[src/rtl/core/hpti_pkg.sv]
// ----------------------------------------------------------------------------
// Hashed page table insert package
// Request and response payloads, compare result and fixed field constants.
// ----------------------------------------------------------------------------
package hpti_pkg;

	localparam int TAG_W         = 32;
	localparam int SEG_W         = 24;
	localparam int TAG_VALID_BIT = 31;
	localparam logic [SEG_W-1:0] SEG_BASE_RESET = 24'h000400;

	// Slot choice codes
	localparam logic [1:0] REASON_MATCH = 2'd0;
	localparam logic [1:0] REASON_FREE  = 2'd1;
	localparam logic [1:0] REASON_EVICT = 2'd2;

	typedef struct packed {
		logic [31:0] effective_address;
		logic [31:0] physical_address;
		logic [11:0] page_mode;
	} req_t;

	typedef struct packed {
		logic [9:0]  group_number;
		logic [2:0]  slot_number;
		logic [1:0]  slot_reason;
		logic [31:0] tag_word;
		logic [31:0] data_word;
		logic [31:0] tlb_flush_address;
	} rsp_t;

	typedef struct packed {
		logic hit;
		logic free;
	} cmp_res_t;

endpackage

[src/rtl/core/hpti_way_cmp.sv]
// ----------------------------------------------------------------------------
// Way compare unit
// Shared tag comparator, applied to one way of the group per cycle.
// ----------------------------------------------------------------------------
module hpti_way_cmp (
	input  logic [hpti_pkg::TAG_W-1:0] entry_tag,
	input  logic [hpti_pkg::TAG_W-1:0] new_tag,
	output hpti_pkg::cmp_res_t         res
);
	import hpti_pkg::*;

	always_comb begin
		res.hit  = (entry_tag == new_tag);
		res.free = ~entry_tag[TAG_VALID_BIT];
	end

endmodule

[config.mk]
export PLATFORM = sky130hd
export DESIGN_NAME = hpti_way_cmp
export DESIGN_NICKNAME = d
export VERILOG_FILES = /design/src/rtl/core/hpti_pkg.sv /design/src/rtl/core/hpti_way_cmp.sv
export SDC_FILE = /design/constraint.sdc
export NUM_CORES = 1
export LEC_CHECK = 0
export ABC_AREA = 1
export BUFFER_PORTS_ARGS = -buffer_cell sky130_fd_sc_hd__buf_2
export CAP_MARGIN = 10
export CORE_ASPECT_RATIO = 0.7
export CORE_MARGIN = 8
export CORE_UTILIZATION = 34
export DETAILED_ROUTE_END_ITERATION = 8
export PLACE_DENSITY_LB_ADDON = 0.3
export SLEW_MARGIN = 20
export SYNTH_ARGS = -nofsm -noshare
export SYNTH_HDL_FRONTEND = slang
export SYNTH_SLANG_ARGS = --single-unit
[constraint.sdc]
create_clock -name vclk -period 1
set_input_delay 0.3 -clock vclk [all_inputs]
set_output_delay 0.3 -clock vclk [all_outputs]
set_load 0.02 [all_outputs]
======== After elaboration in Yosys (flattened, before gate mapping) ========
Index checks and enable logic that the tools add are counted.
word-level totals
  word-level logic and storage cells ...... 2
  output and inout port bits .............. 2
  bits of input ports ..................... 64
  register bits ........................... 0
operators by class
  bitwise gates (word level) .............. 1
  equality and inequality tests ........... 1
operator list
  cell            number
  $eq A32 B32 Y1  1
  $not A1 Y1      1

======== Logic depth before layout (Yosys ltp) ========
  word-level depth ........................ 1
  depth in mapped cells ................... 8
  gate-level depth less buffers ........... 8

======== Worst setup path before layout ========
Ideal clock, no wire load.
  path type ............................... input -> output
  start ................................... input entry_tag[31] in the netlist's numbering
  end ..................................... output res[1] in the netlist's numbering
  setup slack ............................. -0.354 ns
  stages .................................. 8
  required time ........................... 0.700 ns
  arrival ................................. 1.054 ns
  buffers on the path ..................... 0
  cells stage by stage .................... inv_1 nand2_1 nand2_1 nor2_1 nand2_1 nor2_1 nand2_1 nor2_1
RTL lines
  item             RTL line           RTL
  start, declared  hpti_way_cmp.sv:6  input logic [hpti_pkg::TAG_W-1:0] entry_tag,
  end, declared    hpti_way_cmp.sv:8  output hpti_pkg::cmp_res_t res

==> run metrics <==
Die X=68.1 um; wire length per cell=7.95 um; num sequential=0; fin. max-slew vios=0; fin crit share=143%; P_leak=0.829 nW; Starting Density=35.4%; # setup viols final=1; worst min path class=input pin to primary output; Critical Path End Type=primary output; family with the most delay on the worst path=simple AND/OR/NAND/NOR gates; post-synthesis mux area share=0%; final worst slack=-0.430 ns; setup bufs post-CTS=0; Fillers=207; PwrDens=323 nW/um^2; adder-cell area share of the yosys netlist=0%; gp weighted congestion=0.739; Buf+Inv Stages, Crit Path=2; CP Max Fanout=2; Core Rows=13; global-route wire length before repair=2820 um; leading area contributor after synthesis=nand2_1; Final min period=1.43 ns; Core ar.=1820 um^2; cell count after synthesis=168; yosys warns=0; vias in the first global route=725; post-synthesis xor/xnor area fraction=4.07%; failing checks=setup timing; syn_nets=232; Worst Tran Pin Value=0.123 ns; via count of the routed design=967; Synth Area in Compound Gates=0%; Die Area=3570 um^2; I/O pin cnt=66; Peak Freq=0.699 GHz; sequential-to-total area share from yosys stat=0%; status=complete, but fails checks; Final Hold Fails=0; Vias/cell=3.78; top cells by count, synth=nand2_1 (75), inv_1 (47), nor2_1 (43); TritonRoute pass-1 iters=5; max cap viols=0; Synth Area per Inst=3.84 um^2; critical path's largest stage delay=0.12 ns; detailed placement HPWL=1850 um; initial antenna violation count=0; post-synth top area share=43.6%; largest family of logic cells by synthesized area=simple AND/OR/NAND/NOR gates; share of cells above drive strength 1=32.9%; IO buf count=66; number of library cell types mapped by synthesis=4; Die Ht=52.5 um; setup TNS=-0.430 ns; total power=0.351 mW; dominant cells by area after synthesis=nand2_1 (44%), inv_1 (27%), nor2_1 (25%), xor2_1 (4.1%); setup slack at placement=-0.480 ns; CP Launch Type=input pin; critical path arrival=1.13 ns; NumNets Final=300; Relative slew margins=91.8%; peak supply drop=0.000220 V; Synth Cell Area=646 um^2; Final Core Density=59.7%; largest net degree at the start of global routing=3; WS Path Type=input pin to primary output; worst-path cell with the longest stage delay=nor2_1; Diodes inserted=0; RSZ-0062 raised after global routing=yes; Req. time, crit path=0.70 ns; Starting DRT DRC Count=31; top-count cell post-synth=nand2_1; area occupied by registers=0 um^2; DRC=0; GRT Overall Usage=9.24%; crit path cell chain=buf_8 > nor2_4 > nor2_2 > nor2_1 > nand2_1 > nor2_1 > nand2_1 > nor2_4 > buf_6; Synth Area in Simple Gates=68.6%; gr ovfl total=0; DRT antenna net count=0; final WL=2030 um; Area Growth Syn to Fin=68.4%; # clk buffers=0
-- report_power, final --
part	switching, mW	total [mW]	internal (mW)
combinational	0.163	0.351	0.188
clock	0	0	0
sequential	0	0	0
total	0.163	0.351	0.188
-- cells by family after synthesis --
family	count (synthesis)
xor+xnor	3
buf+inv	47
simple gates	118
-- metal layers --
metal / global-route usage (%) / routed length (um) / up-vias / part of all wire (%)
met5: 0 / 0 / - / 0
met2: 13.7 / 850 / 33 / 42
met1: 14.3 / 960 / 344 / 47
li1: - / - / 590 / -
met3: 1.28 / 223 / 0 / 11
met4: 0 / 0 / 0 / 0
-- placed cells by master, fill, tap and decap left out --
cell	n
buf_2	58
nand2_1	73
buf_8	1
nor2_2	4
nor2_4	2
inv_1	44
xor2_1	3
nand2_2	2
buf_6	7
inv_2	3
nor2_1	37
-- path summary, 6_finish.rpt --
kind     startpoint     end  slack [ns]  cells after the start
min   entry_tag[31]  res[0]        0.85                      3
max   entry_tag[19]  res[1]       -0.43                      9
-- tightest hold or removal path, stage by stage --
cell and delay [ns]:
buf_6 0.08, inv_2 0.03, buf_2 0.15
-- repair_timing --
item | in CTS | in global routing
endpoints found under the setup margin | 1 | 1
pin swaps | 14 | 16
hold buffers | 0 | 0
cloned | 0 | 0
gates resized for setup | 8 | 13
-- final cells by class --
cell class | count | area [um^2] | area share [%]
well taps | 22 | 27.5 | 2.53
multi-input cells | 121 | 499 | 45.9
inverters | 47 | 176 | 16.2
repair buffers | 66 | 384 | 35.3
-- metrics by stage --
stage	hold WS (ns)	std cells	area, um^2
floorplan	0.684	168	653
global placement	0.879	256	1010
detailed placement	0.883	256	1010
CTS	0.852	256	1040
global route	0.862	256	1090
finish	0.852	256	1090
Note: power is estimated with default switching activity, not from simulation.
